$ cat src/sv/axf_pkg.sv
package axf_pkg;

  localparam int unsigned OffsetBitsDef = 32;
  localparam int unsigned MaxAddsDef    = 3;

  localparam logic [31:0] AdrpMask    = 32'h9F00_0000;
  localparam logic [31:0] AdrpMatch   = 32'h9000_0000;
  localparam logic [31:0] ImmOpMask   = 32'h7F00_0000;
  localparam logic [31:0] AddImmMatch = 32'h1100_0000;
  localparam logic [31:0] SubImmMatch = 32'h5100_0000;
  localparam logic [31:0] PaciaspWord = 32'hD503_233F;

  localparam logic [4:0] RegX0 = 5'd0;
  localparam logic [4:0] RegSp = 5'd31;

  typedef struct packed {
    logic        adrp_x0;
    logic [31:0] adrp_page;
    logic        add_imm;
    logic        add_x0;
    logic [11:0] add_value;
    logic        sub_sp;
    logic        paciasp;
  } dec_t;

  typedef struct packed {
    logic        ref_found;
    logic [31:0] ref_offset;
    logic        head_found;
    logic [31:0] head_offset;
  } result_t;

endpackage

$ cat src/sv/axf_decode.sv
module axf_decode
  import axf_pkg::*;
(
  input  logic [31:0] word_i,
  output dec_t        dec_o
);

  logic [20:0] adrp_imm;

  assign adrp_imm = {word_i[23:5], word_i[30:29]};

  always_comb begin
    dec_o.adrp_x0   = ((word_i & AdrpMask) == AdrpMatch) && (word_i[4:0] == RegX0);
    // page immediate shifted up by 12, truncated to 32 bits
    dec_o.adrp_page = {adrp_imm[19:0], 12'h000};
    dec_o.add_imm   = (word_i & ImmOpMask) == AddImmMatch;
    dec_o.add_x0    = word_i[4:0] == RegX0;
    dec_o.add_value = word_i[21:10];
    dec_o.sub_sp    = ((word_i & ImmOpMask) == SubImmMatch) && (word_i[4:0] == RegSp);
    dec_o.paciasp   = word_i == PaciaspWord;
  end

endmodule

$ cat src/sv/axf_scan.sv
module axf_scan
  import axf_pkg::*;
#(
  parameter int unsigned OFFSET_BITS = OffsetBitsDef,
  parameter int unsigned MAX_ADDS    = MaxAddsDef
) (
  input  logic        clk_i,
  input  logic        rst_ni,
  input  logic        step_i,
  input  dec_t        dec_i,
  input  logic        last_i,
  input  logic [31:0] target_i,
  output logic        emit_o,
  output result_t     res_o
);

  localparam int unsigned IdxW = OFFSET_BITS - 2;
  localparam int unsigned CntW = $clog2(MAX_ADDS + 1);

  logic [IdxW-1:0]        widx_q, widx_d;
  logic                   pvalid_q, pvalid_d;
  logic [31:0]            pvalue_q, pvalue_d;
  logic [CntW-1:0]        pcnt_q, pcnt_d;
  logic [31:0]            poff_q, poff_d;
  logic                   phead_v_q, phead_v_d;
  logic [31:0]            phead_q, phead_d;
  logic                   lhead_v_q, lhead_v_d;
  logic [31:0]            lhead_q, lhead_d;
  logic                   prev_pac_q, prev_pac_d;
  logic                   rep_q, rep_d;

  logic [OFFSET_BITS+31:0] ofs_ext;
  logic [31:0]             ofs;
  logic [CntW-1:0]         cnt_inc;
  logic                    close_win;
  logic                    hit;
  logic                    hit_end;
  logic                    found;

  assign ofs_ext = {32'h0, widx_q, 2'b00};
  assign ofs     = ofs_ext[31:0];
  assign cnt_inc = pcnt_q + CntW'(1);

  always_comb begin
    widx_d     = widx_q + IdxW'(1);
    pvalid_d   = pvalid_q;
    pvalue_d   = pvalue_q;
    pcnt_d     = pcnt_q;
    poff_d     = poff_q;
    phead_v_d  = phead_v_q;
    phead_d    = phead_q;
    lhead_v_d  = lhead_v_q;
    lhead_d    = lhead_q;
    prev_pac_d = dec_i.paciasp;
    rep_d      = rep_q;
    close_win  = 1'b0;

    // extend or close the open window
    if (pvalid_q) begin
      if (dec_i.add_imm) begin
        if (dec_i.add_x0) begin
          pvalue_d = pvalue_q + {20'h0, dec_i.add_value};
        end
        pcnt_d = cnt_inc;
        if (cnt_inc == CntW'(MAX_ADDS)) begin
          close_win = 1'b1;
        end
      end else begin
        close_win = 1'b1;
      end
    end

    hit = close_win && !rep_q && (pvalue_d == target_i);
    if (close_win) begin
      pvalid_d = 1'b0;
      pcnt_d   = '0;
    end
    if (hit) begin
      rep_d = 1'b1;
    end

    // open a new window on ADRP x0
    if (!rep_d && dec_i.adrp_x0) begin
      pvalue_d  = dec_i.adrp_page + {ofs[31:12], 12'h000};
      pvalid_d  = 1'b1;
      pcnt_d    = '0;
      poff_d    = ofs;
      phead_v_d = lhead_v_q;
      phead_d   = lhead_q;
    end

    if (dec_i.sub_sp && (widx_q != '0)) begin
      lhead_v_d = 1'b1;
      lhead_d   = prev_pac_q ? (ofs - 32'd4) : ofs;
    end

    // cut-off window evaluated at the end of the image
    hit_end = last_i && !hit && pvalid_d && !rep_d && (pvalue_d == target_i);
    found   = hit || hit_end;
    emit_o  = hit || (last_i && (hit_end || !rep_d));

    res_o.ref_found   = found;
    res_o.ref_offset  = found ? poff_d : 32'h0;
    res_o.head_found  = found && phead_v_d;
    res_o.head_offset = (found && phead_v_d) ? phead_d : 32'h0;

    if (last_i) begin
      widx_d     = '0;
      pvalid_d   = 1'b0;
      pvalue_d   = 32'h0;
      pcnt_d     = '0;
      poff_d     = 32'h0;
      phead_v_d  = 1'b0;
      phead_d    = 32'h0;
      lhead_v_d  = 1'b0;
      lhead_d    = 32'h0;
      prev_pac_d = 1'b0;
      rep_d      = 1'b0;
    end
  end

  always_ff @(posedge clk_i or negedge rst_ni) begin
    if (!rst_ni) begin
      widx_q     <= '0;
      pvalid_q   <= 1'b0;
      pvalue_q   <= 32'h0;
      pcnt_q     <= '0;
      poff_q     <= 32'h0;
      phead_v_q  <= 1'b0;
      phead_q    <= 32'h0;
      lhead_v_q  <= 1'b0;
      lhead_q    <= 32'h0;
      prev_pac_q <= 1'b0;
      rep_q      <= 1'b0;
    end else if (step_i) begin
      widx_q     <= widx_d;
      pvalid_q   <= pvalid_d;
      pvalue_q   <= pvalue_d;
      pcnt_q     <= pcnt_d;
      poff_q     <= poff_d;
      phead_v_q  <= phead_v_d;
      phead_q    <= phead_d;
      lhead_v_q  <= lhead_v_d;
      lhead_q    <= lhead_d;
      prev_pac_q <= prev_pac_d;
      rep_q      <= rep_d;
    end
  end

`ifndef SYNTHESIS
  a_one_report: assert property (@(posedge clk_i) disable iff (!rst_ni)
    rep_q |-> !emit_o)
    else $error("second result after a reported match");

  a_count_bound: assert property (@(posedge clk_i) disable iff (!rst_ni)
    pvalid_q |-> (pcnt_q < CntW'(MAX_ADDS)))
    else $error("open window holds too many ADD words");

  a_end_clear: assert property (@(posedge clk_i) disable iff (!rst_ni)
    (step_i && last_i) |=> (!rep_q && !pvalid_q && !lhead_v_q && (widx_q == '0)))
    else $error("stream state not cleared after last word");
`endif

endmodule

$ cat src/sv/axf_result_reg.sv
module axf_result_reg
  import axf_pkg::*;
(
  input  logic    clk_i,
  input  logic    rst_ni,
  input  logic    load_i,
  input  result_t res_i,
  output logic    free_o,
  output logic    out_valid_o,
  input  logic    out_stall_i,
  output result_t res_o
);

  logic    valid_q, valid_d;
  result_t res_q;

  // slot is free when empty or being taken this cycle
  assign free_o = !valid_q || !out_stall_i;

  always_comb begin
    valid_d = valid_q;
    if (load_i) begin
      valid_d = 1'b1;
    end else if (valid_q && !out_stall_i) begin
      valid_d = 1'b0;
    end
  end

  always_ff @(posedge clk_i or negedge rst_ni) begin
    if (!rst_ni) begin
      valid_q <= 1'b0;
    end else begin
      valid_q <= valid_d;
    end
  end

  always_ff @(posedge clk_i) begin
    if (load_i) begin
      res_q <= res_i;
    end
  end

  assign out_valid_o = valid_q;
  assign res_o       = res_q;

endmodule

$ cat src/sv/arm64_string_xref_function_finder.sv
// Scans a stream of AArch64 instruction words from one code image (last_i on
// the final word) for the first ADRP x0 whose page value plus up to MAX_ADDS
// directly following ADD-immediate x0 words equals the configured string
// offset, and reports that word's byte offset together with the head of the
// enclosing function (the nearest earlier SUB-immediate to SP, moved back one
// word behind a PACIASP). At most one result word is given per image: on the
// word that closes the matching window, or a not-found word at the end of the
// image. The block takes one instruction word per clock cycle: each word
// passes an input register and then a decode and state update in the
// scan stage, whose running state is the only loop. A result is loaded
// into the output register when its instruction word retires from the
// input register, and out_valid_o rises with that load.
// The input side stalls only while a result is waiting in the output register
// and the word in the input register would produce another. Write
// target_offset only while no image is in flight.
module arm64_string_xref_function_finder
  import axf_pkg::*;
#(
  parameter int unsigned OFFSET_BITS = OffsetBitsDef,
  parameter int unsigned MAX_ADDS    = MaxAddsDef
) (
  input  logic        clk_i,
  input  logic        rst_ni,
  // instruction words
  input  logic        in_valid_i,
  output logic        in_stall_o,
  input  logic [31:0] word_i,
  input  logic        last_i,
  // result words
  output logic        out_valid_o,
  input  logic        out_stall_i,
  output logic        ref_found_o,
  output logic [31:0] ref_offset_o,
  output logic        head_found_o,
  output logic [31:0] head_offset_o,
  // target_offset register write
  input  logic        cfg_valid_i,
  output logic        cfg_ready_o,
  input  logic [31:0] cfg_target_offset_i
);

  logic        s1_valid_q, s1_valid_d;
  logic [31:0] s1_word_q;
  logic        s1_last_q;
  logic [31:0] target_q;

  logic        in_take;
  logic        retire;
  logic        emit;
  logic        slot_free;
  dec_t        dec;
  result_t     res_scan;
  result_t     res_out;

  assign cfg_ready_o = !s1_valid_q;

  always_ff @(posedge clk_i or negedge rst_ni) begin
    if (!rst_ni) begin
      target_q <= 32'h0;
    end else if (cfg_valid_i && cfg_ready_o) begin
      target_q <= cfg_target_offset_i;
    end
  end

  // retire the held word unless its result has nowhere to go
  assign retire     = s1_valid_q && (!emit || slot_free);
  assign in_stall_o = s1_valid_q && !retire;
  assign in_take    = in_valid_i && !in_stall_o;

  always_comb begin
    s1_valid_d = s1_valid_q;
    if (in_take) begin
      s1_valid_d = 1'b1;
    end else if (retire) begin
      s1_valid_d = 1'b0;
    end
  end

  always_ff @(posedge clk_i or negedge rst_ni) begin
    if (!rst_ni) begin
      s1_valid_q <= 1'b0;
    end else begin
      s1_valid_q <= s1_valid_d;
    end
  end

  always_ff @(posedge clk_i) begin
    if (in_take) begin
      s1_word_q <= word_i;
      s1_last_q <= last_i;
    end
  end

  axf_decode u_decode (
    .word_i (s1_word_q),
    .dec_o  (dec)
  );

  axf_scan #(
    .OFFSET_BITS (OFFSET_BITS),
    .MAX_ADDS    (MAX_ADDS)
  ) u_scan (
    .clk_i    (clk_i),
    .rst_ni   (rst_ni),
    .step_i   (retire),
    .dec_i    (dec),
    .last_i   (s1_last_q),
    .target_i (target_q),
    .emit_o   (emit),
    .res_o    (res_scan)
  );

  axf_result_reg u_result (
    .clk_i       (clk_i),
    .rst_ni      (rst_ni),
    .load_i      (retire && emit),
    .res_i       (res_scan),
    .free_o      (slot_free),
    .out_valid_o (out_valid_o),
    .out_stall_i (out_stall_i),
    .res_o       (res_out)
  );

  assign ref_found_o   = res_out.ref_found;
  assign ref_offset_o  = res_out.ref_offset;
  assign head_found_o  = res_out.head_found;
  assign head_offset_o = res_out.head_offset;

`ifndef SYNTHESIS
  a_stall_cause: assert property (@(posedge clk_i) disable iff (!rst_ni)
    in_stall_o |-> (out_valid_o && out_stall_i))
    else $error("input stalled while output slot can take a word");
`endif

endmodule

$ cat config.mk
export PLATFORM = sky130hd
export DESIGN_NAME = arm64_string_xref_function_finder
export DESIGN_NICKNAME = d
export VERILOG_FILES = /design/src/sv/axf_pkg.sv /design/src/sv/axf_decode.sv /design/src/sv/axf_scan.sv /design/src/sv/axf_result_reg.sv /design/src/sv/arm64_string_xref_function_finder.sv
export SDC_FILE = /design/constraint.sdc
export NUM_CORES = 1
export LEC_CHECK = 0
export BUFFER_PORTS_ARGS = -buffer_cell sky130_fd_sc_hd__buf_2
export CAP_MARGIN = 20
export CORE_MARGIN = 5
export CORE_UTILIZATION = 30
export CTS_CLUSTER_DIAMETER = 30
export DETAILED_ROUTE_END_ITERATION = 8
export HOLD_SLACK_MARGIN = 0.1
export SLEW_MARGIN = 10
export SYNTH_ARGS = -nofsm -noshare
export SYNTH_HDL_FRONTEND = slang
export SYNTH_SLANG_ARGS = --single-unit
export TNS_END_PERCENT = 100
$ cat constraint.sdc
create_clock -name clk_i -period 9.43 [get_ports clk_i]
set_input_delay 0.4715 -clock clk_i [delete_from_list [all_inputs] [get_ports clk_i]]
set_output_delay 0.4715 -clock clk_i [all_outputs]
set_load 0.1 [all_outputs]
==> results of run 1 <==
-- metal layers --
layer | vias to the layer above | share of wire, % | track usage [%]
met5 | - | 0 | 0
met4 | 0 | 3.5 | 7.48
met3 | 110 | 7.5 | 3.89
met2 | 691 | 45 | 29.0
met1 | 7691 | 44 | 25.9
li1 | 7104 | - | -
-- report_power, final --
| group | switching (mW) | internal, mW |
|---|---|---|
| Combinational | 0.286 | 0.129 |
| Clock | 0.890 | 1.99 |
| Sequential | 0.0657 | 1.38 |
| Total | 1.24 | 3.50 |
-- synth_stat cells, types with 17 or more instances --
library cell / n / area share (%)
ha_1: 35 / 2.5
inv_1: 31 / 0.68
a32o_1: 32 / 1.9
dfrtp_1: 197 / 29
nor4_1: 17 / 0.62
nand2_1: 225 / 4.9
clkbuf_1: 98 / 2.1
nor2b_1: 66 / 2.4
nor3_1: 36 / 1.0
and3_1: 21 / 0.76
o21ai_0: 195 / 5.7
xnor2_1: 71 / 3.6
edfxtp_1: 99 / 17
nand4_1: 26 / 0.95
a21oi_1: 124 / 3.6
mux2_2: 26 / 1.7
nor2_1: 102 / 2.2
nand3_1: 32 / 0.93
a22o_1: 36 / 1.8
xor2_1: 40 / 2.0
-- worst max-delay path: cells and delay by family (launching register included) --
kind / cells / cell delay, ns
AOI/OAI and AO/OA: 6 / 1.81
xor gates and xnor gates: 1 / 0.20
DFF: 1 / 0.50
and+or+nand+nor: 7 / 3.73
buffers and inverters: 1 / 0.43
-- cells by family (layout without fill, tap and decap cells) --
kind of cell               count (synthesis)  count (layout)  share of synthesized area [%]
buffers and inverters                    155             420                           3.76
DFF                                      296             296                           45.9
xor gates and xnor gates                 116             116                           6.31
muxes                                     33              33                           2.11
and+or+nand+nor                          614             614                           17.8
AOI/OAI and AO/OA                        561             561                           21.3
adders and majority gates                 37              37                           2.78
-- cell type report --
cell class | instances | area, µm²
clock buffers | 103 | 2270
clock inverters | 51 | 673
fillers | 5574 | 34300
inverters | 32 | 120
multi-input cells | 1361 | 8720
flip-flops and latches | 296 | 7900
well taps | 756 | 946
repair buffers | 234 | 1630
-- path summary, 6_finish.rpt --
path                                    startpoint                  to  slack [ns]  cells past startpoint
setup / recovery                     s1_word_q[30]  u_result.res_o[56]        2.57                     15
hold / removal             cfg_target_offset_i[23]        target_q[23]        0.14                      3
setup reg to reg                     s1_word_q[30]  u_result.res_o[56]        2.57                     15
hold reg to reg                 u_scan.phead_q[22]  u_scan.phead_q[22]        0.49                      2
max in group asynchronous                   rst_ni   u_scan.widx_q[29]        7.10                      5
min in group asynchronous                   rst_ni         target_q[7]        0.43                      2
-- state kept, by name, summed over array words and instances (netlist names) --
signal and cells:
s1_word_q 32, u_scan.pcnt_q 2, u_scan.phead_q 32, u_result.res_o 66
u_scan.pvalid_q 1, s1_valid_q 1, u_scan.lhead_v_q 1, target_q 32
u_scan.widx_q 30, u_scan.rep_q 1, u_scan.prev_pac_q 1, s1_last_q 1
u_scan.pvalue_q 32, u_scan.lhead_q 30, u_scan.poff_q 32, u_result.out_valid_o 1
u_scan.phead_v_q 1
-- layout by cell type (no fill, tap or decap), types with 14 or more instances in the layout --
master         synthesis  routed
a21o_1                14      14
a21oi_1              124     124
a22o_1                36      36
a32o_1                32      32
and3_1                21      21
buf_2                  9     137
buf_4                  2      28
clkbuf_16              0      83
clkinv_2               0      18
dfrtp_1              197     197
dlygate4sd3_1          0      65
edfxtp_1              99      99
ha_1                  35      35
inv_1                 31      31
mux2_2                26      26
nand2_1              225     225
nand3_1               32      32
nand4_1               26      26
nor2_1               102     100
nor2b_1               66      65
nor3_1                36      35
nor4_1                17      17
o21ai_0              195     194
xnor2_1               71      71
xor2_1                40      40
==> results.toml, run 1 <==
[sta]
skew_ns = 0.0632
slew_headroom_pct = 32.2
rsz0062_at_grt = "false"
finalHoldViolations = 0
max_freq_mhz = 146
setup-tns-final_ns = 0
setup_viol = 0
drv_slew = 0
final_period_minus_worst_setup_slack_ns = 6.86
worst_slack_ns = 2.57
worst_pin_slew_ns = 1.01
fin_crit_sh_pct = 72.8
hold_ws_ns = 0.141

[power]
power_leakage_nw = 9.04
power.total_mw = 4.74
p_per_area_mw_per_mm2 = 213
ir_worst_vdd_mv = 0.119

[floorplan]
die_y_um = 249
num_io_pins = 139
die_area_mm2 = 0.0622
coreArea_mm2 = 0.0566
initial_core_util_pct = 30.4
rows = 87
die_w_um = 249

[placement]
pre_cts_slack_ns = 2.67
placed_cells = 2611
place.gp.congestion = 0.906
dp.final_hpwl_um = 41900
port_buffers = 138
postPlaceCellArea_mm2 = 0.0186

[worst_setup_path]
cp.arrival_ns = 7.34
critPathMaxFanout = 39
required_ns = 9.90
slowest_stage = "or4_4"
critPathMaxStageDelay_ns = 0.86
crit_top_cell = "or4_4"
critPathCaptureType = "flip-flop"
crit_chain = "nand4bb_1 -> or4_4 -> or3_4 -> a211oi_4 -> xnor2_1 -> a2111oi_2 -> nand4_1 -> nor2_2 -> a21oi_1 -> nor3_1 -> o21ai_1 -> or4_4 -> o31ai_4 -> buf_4 -> a22o_1"
startpoint_type = "flip-flop"
worstSetupPathType = "reg -> reg"

[yosys]
synth_flop_cell = "dfrtp_1"
synth_edf_count = 99
synth.avg_cell_area_um2 = 9.49
synth_nets = 1919
ys_ff_latch = 296
yosysWarningCount = 0
ys_seq_area_share_pct = 45.9
syn_area_mm2 = 0.0172
async_reset_ff_share_pct = 66.6
syn_inst = 1812
yosysUniqueCellTypes = 90

[global_route]
antenna_found_initial = 0
grt_start_max_net_pins = 83
grt_usage_pct = 18.8
grt_pass1_wl_um = 92900
grt_overflow = 0
grt_pass1_vias = 15300

[routing]
antenna_left = 0
wl_per_cell_um = 21.3
via_per_inst = 5.51
drt_iter0_markers = 1503
dr.pass1.iters = 6
totalWireLength_um = 60300
drc_errors = 0
dr_total_vias = 15600

[cts]
cts_setup_buffers = 0
cts_root_buffer = "clkbuf_16"
clk_path_buf_depth = 3
htreeDepth = 3
cts_hold_buf = 65
clock_latency_ns = 0.62
ctsResizeCount = 0
cts_tree = "done"
clk_pin_slew_ns = 0.04
clock-sinks = 296
cts_buffers = 82

[run]
cap_violations = 0

[cells_and_area]
finalNonFillerCells = 2833
fin_area_mm2 = 0.0223
fin_nets = 2114
antennaDiodeCount = 0
drive_gt1_share_pct = 17.9
area_growth_pct = 29.5
final_core_util_pct = 39.3

[run_status]
outcome = "finished, final reports clean"

[hold_path]
hold_path.class = "in -> reg"
Note: power is estimated with default switching activity, not from simulation.
==> run 2: changes to the inputs <==
- clock period: 9.43 -> 6.1 ns (I/O delays scaled with it)
==> run 2 against run 1 <==
  * Final cell count grew 3.6%
  * Routed wire length grew 9.0%
  * Worst setup slack lost 2.4 ns
  * Register-to-register slack lost 2.4 ns
  * Combinational power grew 71%
  * Critical endpoint is now u_result.res_o[7]
  * Largest power group unchanged
==> results.toml, run 2 (synthesis results as in run 1) <==
[cts]
clk_pin_slew_ns = 0.05
clock_latency_ns = 0.63
clock-sinks = 296
clk_path_buf_depth = 3
cts_tree = "done"
cts_root_buffer = "clkbuf_16"
cts_setup_buffers = 0
cts_buffers = 81
htreeDepth = 3

[sta]
worst_pin_slew_ns = 0.888
max_freq_mhz = 168
final_period_minus_worst_setup_slack_ns = 5.96
hold_ws_ns = 0.140
fin_crit_sh_pct = 97.6
drv_slew = 0
skew_ns = 0.0383
finalHoldViolations = 0
slew_headroom_pct = 40.0
setup_viol = 0

[placement]
dp.final_hpwl_um = 46500
port_buffers = 138
postPlaceCellArea_mm2 = 0.0196
place.gp.congestion = 0.927

[worst_setup_path]
crit_start = "s1_word_q[25]"
critPathMaxFanout = 33
required_ns = 6.59
crit_chain = "or4b_1 -> or4_4 -> or3_4 -> o21a_1 -> a2111o_1 -> a2111oi_2 -> and4_2 -> nand2_4 -> buf_4 -> o311ai_2 -> o211a_1 -> o211ai_1 -> or4_4 -> o31ai_4 -> clkbuf_16 -> a32o_1"
slowest_stage = "or4b_1"
startpoint_type = "flip-flop"
crit_top_cell = "or4_4"
cp.arrival_ns = 6.45
worstSetupPathType = "reg -> reg"
critPathMaxStageDelay_ns = 0.68
rr_startpoint = "s1_word_q[25]"
critPathCaptureType = "flip-flop"

[routing]
totalWireLength_um = 65700
via_per_inst = 5.46
antenna_left = 0
drt_iter0_markers = 1385
drc_errors = 0
wl_per_cell_um = 22.4
dr_total_vias = 16000
dr.pass1.iters = 7

[global_route]
grt_overflow = 0
grt_pass1_wl_um = 98600
antenna_found_initial = 1
grt_start_max_net_pins = 78
grt_usage_pct = 20.2
grt_pass1_vias = 15900

[cells_and_area]
fin_nets = 2218
fin_area_mm2 = 0.0231
area_growth_pct = 34.3
final_common_cell = "nand2_1"
antennaDiodeCount = 0
largest_register_ffs = 66
drive_gt1_share_pct = 21.3
mostFrequentLayoutCells = "nand2_1 (225), dfrtp_1 (197), o21ai_0 (194)"

[hold_path]
hold_start = "cfg_valid_i"
hold_path.class = "in -> reg"

[floorplan]
die_y_um = 249
coreArea_mm2 = 0.0566
die_area_mm2 = 0.0622
initial_core_util_pct = 30.4
num_io_pins = 139
die_w_um = 249
rows = 87

[power]
power_leakage_nw = 9.50
ir_worst_vdd_mv = 0.213
p_per_area_mw_per_mm2 = 305

[run_status]
outcome = "finished, final reports clean"

[run]
cap_violations = 0
run 2: changes by cell type in the layout (fill, tap and decap cells not counted), sizes merged, moves of 3 or more:
cell | previous run | this run
clkinv | 33 | 29
dlygate4sd3 | 65 | 68
buf | 168 | 269
clkbuf | 104 | 109
clkinvlp | 7 | 11
bufinv | 10 | 4
run 2: path summary, 6_finish.rpt:
kind | slack (ns) | to | depth (start not counted)
setup / recovery | 0.14 | u_result.res_o[7] | 16
hold / removal | 0.14 | target_q[23] | 3
setup reg to reg | 0.14 | u_result.res_o[7] | 16
hold reg to reg | 0.50 | u_scan.phead_q[8] | 2
max in group asynchronous | 4.56 | target_q[11] | 3
min in group asynchronous | 0.28 | u_scan.poff_q[16] | 2
run 2: area by class of cell:
cell class                 count  area (µm²)
clock buffer                 107        2240
clock inverter                43         472
fill                        5529       33500
inverter                      32         120
multi-input combinational   1361        8760
sequential                   296        7900
tap                          756         946
timing repair buffer         339        2660
run 2: timing repair:
action	CTS	global route
resized for setup	0	10
hold buffers	68	0
setup endpoints to repair	0	65
hold endpoints to repair	134	0
run 2: critical path, delay by kind of cell (launching register included):
kind            cells  cell delay [ns]
compound gates      8             2.14
flops               1             0.41
simple gates        6             2.73
buf+inv             2             0.48
run 2: layer usage:
metal	wire length [µm]	global-route usage, %	vias up
met3	3900	3.28	137
li1	-	-	7316
met1	28700	27.7	7944
met4	2560	8.04	0
met5	0	0	-
met2	30500	32.2	633
run 2: power breakdown:
part           total, mW  switching, mW  internal (mW)
Combinational      0.707          0.466          0.240
Sequential          2.24          0.105           2.14
Clock               4.09           1.34           2.75
run 2: metrics by stage:
| stage | util (%) | cells | setup TNS (ns) | total power, mW | setup slack (ns) |
|---|---|---|---|---|---|
| 2_1_floorplan | - | 1812 | 0 | 2.65 | 0.435 |
| 3_3_place_gp | 34.6 | 2713 | 0 | 2.93 | 0.242 |
| 3_5_place_dp | 34.6 | 2713 | 0 | 2.94 | 0.114 |
| 4_1_cts | 40.6 | 2931 | 0 | 7.10 | 0.0874 |
| 5_1_grt | 40.8 | 2934 | -0.000462 | 7.27 | -0.000462 |
| 6_report | 40.8 | 2934 | 0 | 7.04 | 0.144 |
==> run 3: changes to the inputs <==
- ABC_AREA: default -> 1
- HOLD_SLACK_MARGIN: 0.1 -> 0.02
==> run 3 against run 2 <==
  * Sequential power about the same
  * First-iteration DRC count is 9.2% lower
  * Synthesized area is 3.3% lower
  * Worst setup slack improved by 0.54 ns
  * Sequential share of layout area grew 2.3 points
  * Non-clock buffer count fell by 109
  * Fmax up 9.9%
  * Clock skew shrank 0.011 ns
  * Count of clock-buffer cells in the layout down 5
  * Routed wire length is 12% lower
  * Global-route usage shrank 1.4 points
  * Power rose by 2.2%
==> results.toml, run 3 <==
[run_status]
outcome = "finished, final reports clean"

[worst_setup_path]
crit_top_cell = "nand2_1"
critPathCaptureType = "flip-flop"
startpoint_type = "flip-flop"
cp.arrival_ns = 5.86
critPathMaxFanout = 33
worstSetupPathType = "reg -> reg"
slowest_stage = "dfrtp_1"
critPathMaxStageDelay_ns = 0.42
rrSetupSlack_ns = 0.68
required_ns = 6.54

[yosys]
synth_common_cells = "nand2_1 (544), inv_1 (283), nor2_1 (239)"
synth_most_common_cell = "nand2_1"
syn_area_mm2 = 0.0166
ys_ff_latch = 296
synth_xor_area_share_pct = 2.84
synthSimpleGateAreaFrac_pct = 26.7
synth.avg_cell_area_um2 = 7.75
async_reset_ff_share_pct = 66.6
netlist.top_cell.by_area = "dfrtp_1"
yosysUniqueCellTypes = 47
synth_nets = 2253
yosys-top-cells-area = "dfrtp_1 (30%), edfxtp_1 (18%), nand2_1 (12%)"
yosysWarningCount = 0
ys_seq_area_share_pct = 47.5
synth_edf_count = 99
syn_inst = 2146
synth.area.mux_share_pct = 0.135
synth_compound_area_share_pct = 10.9
synthAdderAreaFrac_pct = 2.87
synth_top_cell_area_share_pct = 29.6
synth_top_family_by_area = "simple AND/OR/NAND/NOR gates"
synth_flop_cell = "dfrtp_1"

[cells_and_area]
largest_register_ffs = 66
final_common_cell = "nand2_1"
antennaDiodeCount = 0
area_growth_pct = 30.3
mostFrequentLayoutCells = "nand2_1 (543), inv_1 (282), nor2_1 (239)"
fill_cells = 5548
final_core_util_pct = 39.4
seq_area_mm2 = 0.00790
fin_nets = 2483
drive_gt1_share_pct = 13.8
multi_input_area_mm2 = 0.00724

[sta]
max_freq_mhz = 185
hold_ws_ns = 0.110
slew_headroom_pct = 26.8
finalHoldViolations = 0
setup_viol = 0
worst_slack_ns = 0.681
setup-tns-final_ns = 0
rsz0062_at_grt = "false"
drv_slew = 0
worst_pin_slew_ns = 1.10
fin_crit_sh_pct = 88.8
skew_ns = 0.0270
final_period_minus_worst_setup_slack_ns = 5.42

[floorplan]
num_io_pins = 139
initial_core_util_pct = 30.2
coreArea_mm2 = 0.0550
die_w_um = 245
rows = 86
die_area_mm2 = 0.0602
die_y_um = 245

[cts]
clk_path_buf_depth = 3
cts_root_buffer = "clkbuf_16"
clock-sinks = 296
htreeDepth = 3
cts_tree = "done"
clk_pin_slew_ns = 0.04
cts_buffers = 81
ctsResizeCount = 0
clock_latency_ns = 0.61

[routing]
wl_per_cell_um = 18.0
totalWireLength_um = 57500
drc_errors = 0
dr_total_vias = 15600
antenna_left = 0
dr.pass1.iters = 5
via_per_inst = 4.89
drt_iter0_markers = 1258

[hold_path]
hold_path.class = "in -> reg"

[global_route]
grt_pass1_wl_um = 88800
grt_start_max_net_pins = 169
grt_usage_pct = 18.9
grt_overflow = 0
antenna_found_initial = 0
grt_pass1_vias = 15200

[placement]
dp.final_hpwl_um = 42900
pre_cts_slack_ns = 0.683
port_buffers = 138
place.gp.congestion = 0.983

[run]
cap_violations = 0

[power]
ir_worst_vdd_mv = 0.188
p_per_area_mw_per_mm2 = 332
power_leakage_nw = 10.2
run 3: changes by cell type after synthesis, sizes merged, moves of 63 or more:
cell   before  now
nand2     226  547
inv        31  292
nor2      103  247
nand3      32  149
nor2b      66    0
xnor2      71    7
o22ai       7   70
run 3: cell type report:
cell class	count	area share (%)
clock buffers	102	10.6
clock inverters	48	2.60
inverters	293	5.08
multi-input cells	1474	33.4
flip-flops and latches	296	36.5
well taps	748	4.32
repair buffers	230	7.53
run 3: worst max-delay path, delay by kind of cell, from the launching register on:
family                     cells  cell delay (ns)
and+or+nand+nor               23             3.11
buffers and inverters          6             0.87
xor gates and xnor gates       1             0.18
adders and majority gates      2             0.62
DFF                            1             0.42
run 3: cell families after synthesis:
family | count (synthesis)
fa+ha+maj | 37
buf+inv | 376
compound gates | 327
flops | 296
xor+xnor | 54
simple gates | 1054
mux | 2
run 3: repair_timing:
item	4_1_cts	5_1_grt
hold buffers	66	0
endpoints found under the hold margin	94	0
setup buffers	0	0
run 3: report_power, final:
part | internal, mW | switching, mW | total [mW]
Sequential | 2.15 | 0.0671 | 2.21
Clock | 3.04 | 1.30 | 4.34
Combinational | 0.163 | 0.477 | 0.640
Total | 5.34 | 1.85 | 7.19
run 3: stage by stage:
stage	instances	power (mW)	instance area, µm²
after floorplan	2146	2.63	16600
after global placement	2975	2.85	18100
after detailed placement	2975	2.86	18100
after CTS	3191	7.28	21700
after global routing	3191	7.45	21700
final	3191	7.19	21700
run 3: path summary, 6_finish.rpt:
check                      depth (start not counted)                  to                     from
max in group asynchronous                          3  u_scan.lhead_q[11]                   rst_ni
max reg2reg                                       32  u_result.res_o[14]       u_scan.pvalue_q[0]
min reg2reg                                        2  u_scan.lhead_q[11]       u_scan.lhead_q[11]
max                                               32  u_result.res_o[14]       u_scan.pvalue_q[0]
min                                                3        target_q[31]  cfg_target_offset_i[31]
min in group asynchronous                          2        target_q[22]                   rst_ni
run 3: per-layer routing:
layer	wire length [µm]	GRT usage [%]
met1	24000	23.3
met5	0	0
met4	1650	5.74
met3	3140	3.63
met2	28800	33.5
